==> src/sv/pll_divider_search_encode_core_defines.svh <==
// assertion macros for the divider search block
`ifndef PLL_DIVIDER_SEARCH_ENCODE_CORE_DEFINES_SVH
`define PLL_DIVIDER_SEARCH_ENCODE_CORE_DEFINES_SVH

`ifndef SYNTHESIS
`define PLLDSE_ASSERT_SAME(lbl, ante, cons) \
  lbl: assert property (@(posedge clk) disable iff (!rst_n) (ante) |-> (cons)) \
    else $error("plldse same-cycle check failed");
`define PLLDSE_ASSERT_NEXT(lbl, ante, cons) \
  lbl: assert property (@(posedge clk) disable iff (!rst_n) (ante) |=> (cons)) \
    else $error("plldse next-cycle check failed");
`else
`define PLLDSE_ASSERT_SAME(lbl, ante, cons)
`define PLLDSE_ASSERT_NEXT(lbl, ante, cons)
`endif

`endif

==> src/sv/plldse_pkg.sv <==
`timescale 1ns / 1ps
`default_nettype none

package plldse_pkg;

  localparam int MULT_SEARCH_MAX   = 60;
  localparam int PREDIV_SEARCH_END = 256;
  localparam int MULT_LFSR_MAX     = 32768;
  localparam int PREDIV_LFSR_MAX   = 256;

  localparam int REF_W    = 26;
  localparam int VCO_W    = 30;
  localparam int TARGET_W = 29;
  localparam int CFG_IDX_W = 2;
  localparam int CFG_DATA_W = 30;

  localparam int MW   = $clog2(MULT_SEARCH_MAX + 1);
  localparam int NW   = $clog2(PREDIV_SEARCH_END);
  localparam int PW   = REF_W + 1 + MW;
  localparam int MCW  = $clog2(MULT_LFSR_MAX + 2);
  localparam int NCW  = $clog2(PREDIV_LFSR_MAX + 2);

  localparam int MULT_VAL_W   = 6;
  localparam int PREDIV_VAL_W = 8;
  localparam int MULT_CODE_W  = 17;
  localparam int PREDIV_CODE_W = 10;
  localparam int INT_GAIN_W   = 7;
  localparam int PROP_GAIN_W  = 5;
  localparam int MULT_LFSR_W  = 15;
  localparam int PREDIV_LFSR_W = 8;

  localparam logic [CFG_IDX_W-1:0] REG_REF_CLOCK = 2'd0;
  localparam logic [CFG_IDX_W-1:0] REG_VCO_MIN   = 2'd1;
  localparam logic [CFG_IDX_W-1:0] REG_VCO_MAX   = 2'd2;

  localparam logic [REF_W-1:0] REF_CLOCK_RST = 26'd12000000;
  localparam logic [VCO_W-1:0] VCO_MIN_RST   = 30'd60000000;
  localparam logic [VCO_W-1:0] VCO_MAX_RST   = 30'd500000000;

  localparam logic [MULT_CODE_W-1:0]   MULT_CODE_M1   = 17'h18003;
  localparam logic [MULT_CODE_W-1:0]   MULT_CODE_M2   = 17'h10003;
  localparam logic [MULT_LFSR_W-1:0]   MULT_SEED      = 15'h4000;
  localparam logic [PREDIV_CODE_W-1:0] PREDIV_CODE_N1 = 10'h302;
  localparam logic [PREDIV_CODE_W-1:0] PREDIV_CODE_N2 = 10'h202;
  localparam logic [PREDIV_LFSR_W-1:0] PREDIV_SEED    = 8'h80;
  localparam logic [MULT_VAL_W-1:0]    GAIN_MASK      = 6'h3c;
  localparam logic [INT_GAIN_W-1:0]    INT_GAIN_OFS   = 7'd4;
  localparam logic [PROP_GAIN_W-1:0]   PROP_GAIN_OFS  = 5'd1;

  typedef enum logic [2:0] {
    ST_IDLE,
    ST_LAUNCH,
    ST_DIV,
    ST_CHECK,
    ST_ENCODE,
    ST_FINISH
  } plldse_state_t;

endpackage

`default_nettype wire

==> src/sv/pll_divider_search_encode_core.sv <==
`timescale 1ns / 1ps
`default_nettype none

// channel | direction | handshake           | payload
// in      | into      | in_valid / in_stall  | in_target_hz
// out     | out of    | out_valid / out_stall| out_found .. out_prop_gain_sel
// cfg     | into      | cfg_valid / cfg_ready| cfg_index, cfg_data
//
// each (m, n) trial runs launch, a wait on the divider, then check
// a full miss takes 60 * 255 trials; on a hit, for m or n above 2, the lfsrs are
// stepped to form the codes before the result is loaded
// one item at a time; in_stall is low only while idle, even if a result still waits
// register writes are taken only while idle and no item is offered
// rst_n is synchronous; registers return to 12 MHz, 60 MHz and 500 MHz

module pll_divider_search_encode_core (
  input  wire logic                                  clk,
  input  wire logic                                  rst_n,
  input  wire logic                                  in_valid,
  output logic                                       in_stall,
  input  wire logic [plldse_pkg::TARGET_W-1:0]       in_target_hz,
  output logic                                       out_valid,
  input  wire logic                                  out_stall,
  output logic                                       out_found,
  output logic [plldse_pkg::MULT_VAL_W-1:0]          out_mult_value,
  output logic [plldse_pkg::PREDIV_VAL_W-1:0]        out_prediv_value,
  output logic [plldse_pkg::MULT_CODE_W-1:0]         out_mult_code,
  output logic [plldse_pkg::PREDIV_CODE_W-1:0]       out_prediv_code,
  output logic [plldse_pkg::INT_GAIN_W-1:0]          out_int_gain_sel,
  output logic [plldse_pkg::PROP_GAIN_W-1:0]         out_prop_gain_sel,
  input  wire logic                                  cfg_valid,
  output logic                                       cfg_ready,
  input  wire logic [plldse_pkg::CFG_IDX_W-1:0]      cfg_index,
  input  wire logic [plldse_pkg::CFG_DATA_W-1:0]     cfg_data
);
  import plldse_pkg::*;

  `include "pll_divider_search_encode_core_defines.svh"

  plldse_state_t state_r, state_nxt;

  logic [REF_W-1:0]    ref_r;
  logic [VCO_W-1:0]    vmin_r;
  logic [VCO_W-1:0]    vmax_r;
  logic [TARGET_W-1:0] target_r;
  logic [MW-1:0]       m_r;
  logic [NW-1:0]       n_r;
  logic [PW-1:0]       prod_r;
  logic                found_r;
  logic [MCW-1:0]      mcnt_r;
  logic [NCW-1:0]      ncnt_r;
  logic [MULT_LFSR_W-1:0]   mx_r;
  logic [PREDIV_LFSR_W-1:0] nx_r;

  logic                out_valid_r;
  logic                out_found_r;
  logic [MULT_VAL_W-1:0]    out_m_r;
  logic [PREDIV_VAL_W-1:0]  out_n_r;
  logic [MULT_CODE_W-1:0]   out_mcode_r;
  logic [PREDIV_CODE_W-1:0] out_ncode_r;
  logic [INT_GAIN_W-1:0]    out_igain_r;
  logic [PROP_GAIN_W-1:0]   out_pgain_r;

  logic          div_start;
  logic          div_done;
  logic [PW-1:0] div_quotient;
  logic [PW-1:0] twice_ref;
  logic          hit;
  logic          n_last;
  logic          m_last;
  logic          enc_done;
  logic          out_free;
  logic          out_load;
  logic          in_take;

  logic [MULT_CODE_W-1:0]   mcode_sel;
  logic [PREDIV_CODE_W-1:0] ncode_sel;

  plldse_div u_div (
    .clk          (clk),
    .rst_n        (rst_n),
    .div_start    (div_start),
    .div_dividend (prod_r),
    .div_divisor  (n_r),
    .div_done     (div_done),
    .div_quotient (div_quotient)
  );

  assign twice_ref = {{(PW-REF_W-1){1'b0}}, ref_r, 1'b0};
  assign hit = (div_quotient[PW-1:1] == {{(PW-1-TARGET_W){1'b0}}, target_r})
            && (div_quotient >= {{(PW-VCO_W){1'b0}}, vmin_r})
            && (div_quotient <= {{(PW-VCO_W){1'b0}}, vmax_r});
  assign n_last   = (n_r == NW'(PREDIV_SEARCH_END - 1));
  assign m_last   = (m_r == MW'(MULT_SEARCH_MAX));
  assign enc_done = (mcnt_r == '0) && (ncnt_r == '0);
  assign out_free = !out_valid_r || !out_stall;

  // next state
  always_comb begin
    state_nxt = state_r;
    unique case (state_r)
      ST_IDLE:   if (in_valid) state_nxt = ST_LAUNCH;
      ST_LAUNCH: state_nxt = ST_DIV;
      ST_DIV:    if (div_done) state_nxt = ST_CHECK;
      ST_CHECK: begin
        if (hit) state_nxt = ST_ENCODE;
        else if (n_last && m_last) state_nxt = ST_FINISH;
        else state_nxt = ST_LAUNCH;
      end
      ST_ENCODE: if (enc_done) state_nxt = ST_FINISH;
      ST_FINISH: if (out_free) state_nxt = ST_IDLE;
      default:   state_nxt = ST_IDLE;
    endcase
  end

  // outputs of the sequencer
  always_comb begin
    in_stall  = 1'b1;
    cfg_ready = 1'b0;
    div_start = 1'b0;
    out_load  = 1'b0;
    unique case (state_r)
      ST_IDLE: begin
        in_stall  = 1'b0;
        cfg_ready = !in_valid;
      end
      ST_LAUNCH: div_start = 1'b1;
      ST_FINISH: out_load  = out_free;
      ST_DIV, ST_CHECK, ST_ENCODE: begin
      end
      default: begin
      end
    endcase
  end

  assign in_take = in_valid && !in_stall;

  always_ff @(posedge clk) begin
    if (!rst_n) begin
      state_r <= ST_IDLE;
    end else begin
      state_r <= state_nxt;
    end
  end

  always_ff @(posedge clk) begin
    if (!rst_n) begin
      ref_r  <= REF_CLOCK_RST;
      vmin_r <= VCO_MIN_RST;
      vmax_r <= VCO_MAX_RST;
    end else if (cfg_valid && cfg_ready) begin
      unique case (cfg_index)
        REG_REF_CLOCK: ref_r  <= cfg_data[REF_W-1:0];
        REG_VCO_MIN:   vmin_r <= cfg_data[VCO_W-1:0];
        REG_VCO_MAX:   vmax_r <= cfg_data[VCO_W-1:0];
        default: begin
        end
      endcase
    end
  end

  // search and encode datapath
  always_ff @(posedge clk) begin
    if (!rst_n) begin
      found_r <= 1'b0;
      mcnt_r  <= '0;
      ncnt_r  <= '0;
    end else if (in_take) begin
      target_r <= in_target_hz;
      m_r      <= MW'(1);
      n_r      <= NW'(1);
      prod_r   <= twice_ref;
      found_r  <= 1'b0;
    end else if (state_r == ST_CHECK) begin
      if (hit) begin
        found_r <= 1'b1;
        mx_r    <= MULT_SEED;
        nx_r    <= PREDIV_SEED;
        mcnt_r  <= (m_r > MW'(2)) ? (MCW'(MULT_LFSR_MAX + 1) - MCW'(m_r)) : '0;
        ncnt_r  <= (n_r > NW'(2)) ? (NCW'(PREDIV_LFSR_MAX + 1) - NCW'(n_r)) : '0;
      end else if (n_last) begin
        if (!m_last) begin
          m_r    <= m_r + MW'(1);
          n_r    <= NW'(1);
          prod_r <= prod_r + twice_ref;
        end
      end else begin
        n_r <= n_r + NW'(1);
      end
    end else if (state_r == ST_ENCODE) begin
      if (mcnt_r != '0) begin
        mx_r   <= {mx_r[0] ^ mx_r[1], mx_r[MULT_LFSR_W-1:1]};
        mcnt_r <= mcnt_r - MCW'(1);
      end
      if (ncnt_r != '0) begin
        nx_r   <= {nx_r[0] ^ nx_r[2] ^ nx_r[3] ^ nx_r[4], nx_r[PREDIV_LFSR_W-1:1]};
        ncnt_r <= ncnt_r - NCW'(1);
      end
    end
  end

  always_comb begin
    case (m_r)
      MW'(1):  mcode_sel = MULT_CODE_M1;
      MW'(2):  mcode_sel = MULT_CODE_M2;
      default: mcode_sel = {{(MULT_CODE_W-MULT_LFSR_W){1'b0}}, mx_r};
    endcase
    case (n_r)
      NW'(1):  ncode_sel = PREDIV_CODE_N1;
      NW'(2):  ncode_sel = PREDIV_CODE_N2;
      default: ncode_sel = {{(PREDIV_CODE_W-PREDIV_LFSR_W){1'b0}}, nx_r};
    endcase
  end

  // result register
  always_ff @(posedge clk) begin
    if (!rst_n) begin
      out_valid_r <= 1'b0;
    end else if (out_load) begin
      out_valid_r <= 1'b1;
    end else if (!out_stall) begin
      out_valid_r <= 1'b0;
    end
  end

  always_ff @(posedge clk) begin
    if (out_load) begin
      out_found_r <= found_r;
      if (found_r) begin
        out_m_r     <= MULT_VAL_W'(m_r);
        out_n_r     <= PREDIV_VAL_W'(n_r);
        out_mcode_r <= mcode_sel;
        out_ncode_r <= ncode_sel;
        out_igain_r <= INT_GAIN_W'(MULT_VAL_W'(m_r) & GAIN_MASK) + INT_GAIN_OFS;
        out_pgain_r <= PROP_GAIN_W'(m_r >> 1) + PROP_GAIN_OFS;
      end else begin
        out_m_r     <= '0;
        out_n_r     <= '0;
        out_mcode_r <= '0;
        out_ncode_r <= '0;
        out_igain_r <= '0;
        out_pgain_r <= '0;
      end
    end
  end

  assign out_valid         = out_valid_r;
  assign out_found         = out_found_r;
  assign out_mult_value    = out_m_r;
  assign out_prediv_value  = out_n_r;
  assign out_mult_code     = out_mcode_r;
  assign out_prediv_code   = out_ncode_r;
  assign out_int_gain_sel  = out_igain_r;
  assign out_prop_gain_sel = out_pgain_r;

  `PLLDSE_ASSERT_SAME(a_done_only_in_div, div_done, state_r == ST_DIV)
  `PLLDSE_ASSERT_NEXT(a_encode_ends, (state_r == ST_ENCODE) && enc_done, state_r == ST_FINISH)
  `PLLDSE_ASSERT_SAME(a_found_nonzero, out_valid_r && out_found_r, (out_m_r != '0) && (out_n_r != '0))
  `PLLDSE_ASSERT_SAME(a_miss_zero, out_valid_r && !out_found_r, (out_mcode_r == '0) && (out_ncode_r == '0))

endmodule

`default_nettype wire

==> src/sv/plldse_div.sv <==
`timescale 1ns / 1ps
`default_nettype none

module plldse_div (
  input  wire logic                    clk,
  input  wire logic                    rst_n,
  input  wire logic                    div_start,
  input  wire logic [plldse_pkg::PW-1:0] div_dividend,
  input  wire logic [plldse_pkg::NW-1:0] div_divisor,
  output logic                         div_done,
  output logic [plldse_pkg::PW-1:0]    div_quotient
);
  import plldse_pkg::*;

  localparam int CW = $clog2(PW + 1);

  logic          busy_r;
  logic          done_r;
  logic [CW-1:0] cnt_r;
  logic [NW-1:0] rem_r;
  logic [NW-1:0] dsr_r;
  logic [PW-1:0] quo_r;
  logic [NW:0]   trial;
  logic          take;
  logic [NW:0]   diff;

  assign trial = {rem_r, quo_r[PW-1]};
  assign take  = (trial >= {1'b0, dsr_r});
  assign diff  = trial - {1'b0, dsr_r};

  always_ff @(posedge clk) begin
    if (!rst_n) begin
      busy_r <= 1'b0;
      done_r <= 1'b0;
      cnt_r  <= '0;
    end else if (div_start) begin
      busy_r <= 1'b1;
      done_r <= 1'b0;
      cnt_r  <= CW'(PW);
    end else if (busy_r) begin
      cnt_r <= cnt_r - CW'(1);
      if (cnt_r == CW'(1)) begin
        busy_r <= 1'b0;
        done_r <= 1'b1;
      end
    end else begin
      done_r <= 1'b0;
    end
  end

  always_ff @(posedge clk) begin
    if (div_start) begin
      rem_r <= '0;
      dsr_r <= div_divisor;
      quo_r <= div_dividend;
    end else if (busy_r) begin
      rem_r <= take ? diff[NW-1:0] : trial[NW-1:0];
      quo_r <= {quo_r[PW-2:0], take};
    end
  end

  assign div_done     = done_r;
  assign div_quotient = quo_r;

endmodule

`default_nettype wire
==> config.mk <==
export PLATFORM = sky130hd
export DESIGN_NAME = pll_divider_search_encode_core
export DESIGN_NICKNAME = d
export VERILOG_FILES = /design/src/sv/plldse_pkg.sv /design/src/sv/pll_divider_search_encode_core.sv /design/src/sv/plldse_div.sv
export VERILOG_INCLUDE_DIRS = /design/src /design/src/sv
export SDC_FILE = /design/constraint.sdc
export NUM_CORES = 1
export LEC_CHECK = 0
export BUFFER_PORTS_ARGS = -buffer_cell sky130_fd_sc_hd__buf_2
export CAP_MARGIN = 5
export CORE_MARGIN = 4
export CORE_UTILIZATION = 45
export DETAILED_ROUTE_END_ITERATION = 6
export PLACE_DENSITY_LB_ADDON = 0.05
export SYNTH_ARGS = -nofsm -noshare
export SYNTH_HDL_FRONTEND = slang
export SYNTH_HIERARCHICAL = 1
export SYNTH_SLANG_ARGS = --single-unit
==> constraint.sdc <==
create_clock -name clk -period 5 [get_ports clk]
set_clock_uncertainty 0.15 [all_clocks]
set_input_delay 1 -clock clk [delete_from_list [all_inputs] [get_ports clk]]
set_output_delay 1 -clock clk [all_outputs]
set_load 0.01 [all_outputs]
# Word level (Yosys, flattened, before mapping)
# Index checks and enable logic that the tools add are counted.
# classes
bitwise	7
magnitude_cmp	5
div	0
n_mux	54
n_reduce_logical	37
n_shift	0
n_eq_ne	24
multipliers	0
add_sub_neg	11
# ops
operator	count
$mux 33	6
$mux 16	5
$mux 8	9
$mux 15	4
$mux 9	5
$mux 6	6
$pmux 17 s2	1
$add 33x27->33	1
$ge 33x30->1	1
$le 33x30->1	1
$eq 32x29->1	1
$mux 27	1
$pmux 10 s2	1
$mux 3	6
$pmux 3 s6	1
$logic_not 16->1	1
$reduce_and 4->1	4
$reduce_bool 16->1	1
$sub 16x1->16 const B	1
$sub 16x6->16 const A	1
$reduce_and 5->1	3
$eq 6x1->1 const B	2
$reduce_bool 2->1	6
$reduce_and 2->1	5
36 further kinds	65
# totals
latchBits	0
mem_count	0
rom_bits	0
reg_bits	326
ramBits	0
input_bits	66
wordCells	167
output_inout_bits	57

# Depth between registers and ports, before layout
# logic_depth
word_depth	6
ltp_mapped	12
mapped_depth_nobuf	11

# By module
# Netlist, hierarchy kept.
# by_module_without_submodules
module	area_each_um2	seq_area_each_um2	cells_per_inst	instances
pll_divider_search_encode_core	14157.3	6826.5	1486	1
plldse_div	2731.4	1551.5	209	1

# Worst setup path after synthesis
# Ideal clock, no wire load.
# synth_path
path_type	reg-to-reg
from	register u_div.quo_r[22], in the netlist u_div/div_quotient[22]
to	register m_r[0] (enable)
n_path_buf	0
t_arrival_ns	4.333
path_stages_with_launch	10
t_required_ns	4.404
setup_slack_ns	0.071
setup_ns	0.446
cell_sequence	edfxtp_1 -> ha_1 -> a21o_1 -> a21o_1 -> a21oi_1 -> a21oi_1 -> nor4_1 -> a211oi_1 -> or3_1 -> a21oi_1
# synth_via
elab_chain_len	5
# synth_lines
element	line	rtl
start: declaration	plldse_div.sv:22	logic [PW-1:0] quo_r;
start signal: assignment	plldse_div.sv:55	quo_r <= div_dividend;
start signal: assignment	plldse_div.sv:58	quo_r <= {quo_r[PW-2:0], take};
$ge 33x30->1 or $eq 32x29->1 (tied branches)	pll_divider_search_encode_core.sv:91, pll_divider_search_encode_core.sv:90	
$logic_and 1x1->1	pll_divider_search_encode_core.sv:91	&& (div_quotient >= {{(PW-VCO_W){1'b0}}, vmin_r})
$logic_and 1x1->1 *	pll_divider_search_encode_core.sv:92	&& (div_quotient <= {{(PW-VCO_W){1'b0}}, vmax_r});
$ne 2x1->1 (no source line) *	--	
$reduce_and 5->1 (no source line) *	--	
end signal: assignment	pll_divider_search_encode_core.sv:183	m_r <= m_r + MW'(1);
end: declaration	pll_divider_search_encode_core.sv:46	logic [MW-1:0] m_r;
# Mark *: on every way between the ends. The rest lies on a longest branch, timed or not.
# A chain may end at the register's enable or synchronous reset.

# Worst setup path in the final report
# layout_path
from	register u_div.quo_r[11], in the netlist u_div/div_quotient[11]
to	register m_r[0] (enable)
# The elaborated chain is that of the path after synthesis.

==> metrics.cfg <==
[clock_tree]
clk_pin_slew_worst_paths_ns = 0.06
numClockSinks = 323
numCtsBuffers = 39
htree_levels = 2
cts_hold_buf = 0
cts.repair.resized = 0
cts_tree = built
post_cts_buffers = 0
clkLatencyLatePin_ns = 0.56
cts.path.max_buffers = 3
root_buffer = clkbuf_16

[setup_path]
required_ns = 5.08
slowest_delay_ns = 0.58
r2r_end = m_r[0]
timing.critical_path.cells = ha_1, a21oi_1, nand2_1, a221oi_1, o21ai_0, o21ai_0, a211oi_1, or3_1, a21oi_4, buf_12
critical-path-top-delay-family = compound AO/OA/AOI/OAI gates
startpoint = u_div/div_quotient[11]
cp.depth = 10
cp-end-kind = flip-flop
worst-path-max-fanout = 28
cp_slowest_cell = o21ai_0
cp-start-kind = flip-flop
cp_num_buf_inv = 1
path_class = flip-flop to flip-flop
crit_arrival_ns = 4.11
ff2ff_setup_slack_ns = 0.97
crit_path_end = m_r[0]
reg2reg_depth = 10
reg2reg_from = u_div/div_quotient[11]
cp_common_cell = o21ai_0

[timing]
fin_crit_ns = 4.03
fmaxAchievable_ghz = 0.248
slew_headroom = 0.219
finalCritPeriodShare = 0.806
rsz0062_at_grt = no
worst_pin_slew_ns = 1.17
final_max_slew_viol_count = 0
finalHoldViolCount = 0
fin_tns_setup_ns = 0
setup_violations = 0

[detailed_routing]
first_pass_iters = 6
drt_iter0_markers = 841
wl_per_cell_um = 19.0
vias = 12632
ant_nets = 0
totalWireLength_mm = 43.7
drc = 0
viasPerCell = 5.49

[global_route]
grt_max_degree = 63
grt_antenna_before_repair = 0
grt_pass1_wl_mm = 68.6
grt_pass1_vias = 12339
overflow = 0
grt_usage = 0.210

[die]
core-area_um2 = 36800
io_pins = 123
initial_core_util = 0.459
die_w_um = 202
dieArea_um2 = 40700
die_y_um = 202
row_count = 70

[synth]
synth_area_leader_cell = edfxtp_1
ys.flop_type = edfxtp_1
yosys_register_bits = 323
synth_cell_type_count = 79
ys_seq_area_frac = 0.496
synthArstFlopShare = 0
syn_area_per_cell_um2 = 9.96
synth_area_um2 = 16900
synth_top_area_share = 0.340
yosysWarnings = 6
syn_inst = 1695
synth.top_cells.by_area = edfxtp_1, dfxtp_1, ha_1, nand2_1, a21oi_1
synth_edf_count = 191

[pwr]
ir_drop_mv = 0.335
seqPwrFrac = 0.433
total_power_w = 0.00756
p_int_w = 0.00538
p_clk_frac = 0.369
p_leak_nw = 7.42
swShare = 0.289
power_switching_w = 0.00218
cellPowerDensity_nw_per_um2 = 393
comb_power_share = 0.198

[min_path]
min_path_type = flip-flop to flip-flop
hold_path_depth = 2

[final_layout]
multiInputGateArea_um2 = 7850
layout.cells.non_filler = 2303
area_delta_synth_final_pct = 14.0
regArea_um2 = 8380
num_antenna_cells = 0
drive_gt1_frac = 0.139
nFillCells = 3432
layout.nets = 1985

[placement]
dp_hpwl_mm = 30.1
port_buffers = 120
gp_congestion = 0.838
dpl.cell_count = 2231

[job]
cap_violations = 0

[status]
outcome = complete, no violations

## final cells by class
cell class              instances  share of cell area
flip-flops and latches        323               0.435
multi-input cells            1194               0.408
clock buffers                  60              0.0606
repair buffers                141              0.0400
well taps                     468              0.0304
inverters                     105              0.0205
clock inverters                12             0.00533
## worst min path at each step
stage / start / endpoint / slack [ns]
CTS: ncnt_r[8] / ncnt_r[8] / 0.29
finish: ncnt_r[8] / ncnt_r[8] / 0.29
floorplan: ncnt_r[8] / ncnt_r[8] / 0.26
global placement: ncnt_r[8] / ncnt_r[8] / 0.27
detailed placement: ncnt_r[8] / ncnt_r[8] / 0.28
global route: vmin_r[1] / vmin_r[1] / 0.32
## worst min-delay path: stages (launching register included)
cell	delay (ns)
dfxtp_1	0.31
nand2_1	0.05
a21oi_1	0.03
## cells in the mapped netlist, types with 21 or more instances
cell type    n
o211ai_1    33
edfxtp_1   191
nor2_1     109
a21oi_1    129
nand2_1    246
nand3_1     31
xnor2_1     54
a21o_1      22
nor3_1      31
dfxtp_1    132
o21ai_0     60
ha_1       113
and2_1      57
a211oi_1    21
inv_1      103
clkbuf_1    59
mux2_2      33
xor2_1      32
## metal layers
layer	wire, um	up-vias	GRT usage
li1	-	6283	-
met1	19500	6019	0.272
met2	21400	267	0.365
met3	1570	63	0.0261
met4	1200	0	0.0715
met5	0	-	0
## cells in the final DEF (no fill, tap or decap), types with 21 or more instances in the layout
cell type,n
a211oi_1,21
a21o_1,22
a21oi_1,128
and2_1,57
buf_2,120
clkbuf_16,41
dfxtp_1,132
edfxtp_1,191
ha_1,113
inv_1,103
mux2_2,33
nand2_1,246
nand3_1,31
nor2_1,107
nor3_1,28
o211ai_1,33
o21ai_0,60
xnor2_1,54
xor2_1,32
## logic make-up (layout without fill, tap and decap cells)
logic type               after synthesis  after routing  synth area share
XOR/XNOR                              86             86            0.0446
AO/OA/AOI/OAI                        362            362             0.140
other                                  1              3          0.000222
flip-flops                           323            323             0.496
multiplexers                          42             42            0.0276
adder cells (fa/ha/maj)              115            115            0.0861
buffers and inverters                180            318            0.0421
AND/OR/NAND/NOR                      586            586             0.163
## power by group through the flow
stage               clock network, W  logic (W)  registers (W)
floorplan                          0    0.00114        0.00324
global placement                   0    0.00149        0.00332
detailed placement                 0    0.00150        0.00333
CTS                          0.00286    0.00151        0.00328
global route                 0.00297    0.00168        0.00330
finish                       0.00279    0.00150        0.00327
## state kept, by name, indices dropped and copies added (netlist names), 8 cells and up
register            cells
mcnt_r                 16
nx_r                    8
out_prediv_value        8
vmin_r                 30
u_div/div_quotient     33
out_prediv_code        10
ncnt_r                  9
target_r               29
n_r                     8
prod_r                 32
out_mult_code          17
vmax_r                 30
mx_r                   15
u_div/rem_r             8
u_div/dsr_r             8
ref_r                  26
## metrics by stage
stage / instance area [um^2] / setup WS [ns] / util / hold slack [ns]
5_1_grt: 19300 / 0.732 / 0.523 / 0.321
3_5_place_dp: 18000 / 0.962 / 0.489 / 0.280
2_1_floorplan: 16900 / 0.0708 / - / 0.263
6_report: 19300 / 0.969 / 0.523 / 0.286
4_1_cts: 19300 / 0.931 / 0.523 / 0.288
3_3_place_gp: 18000 / 1.00 / 0.489 / 0.269
(Power assumes the default switching activity.)
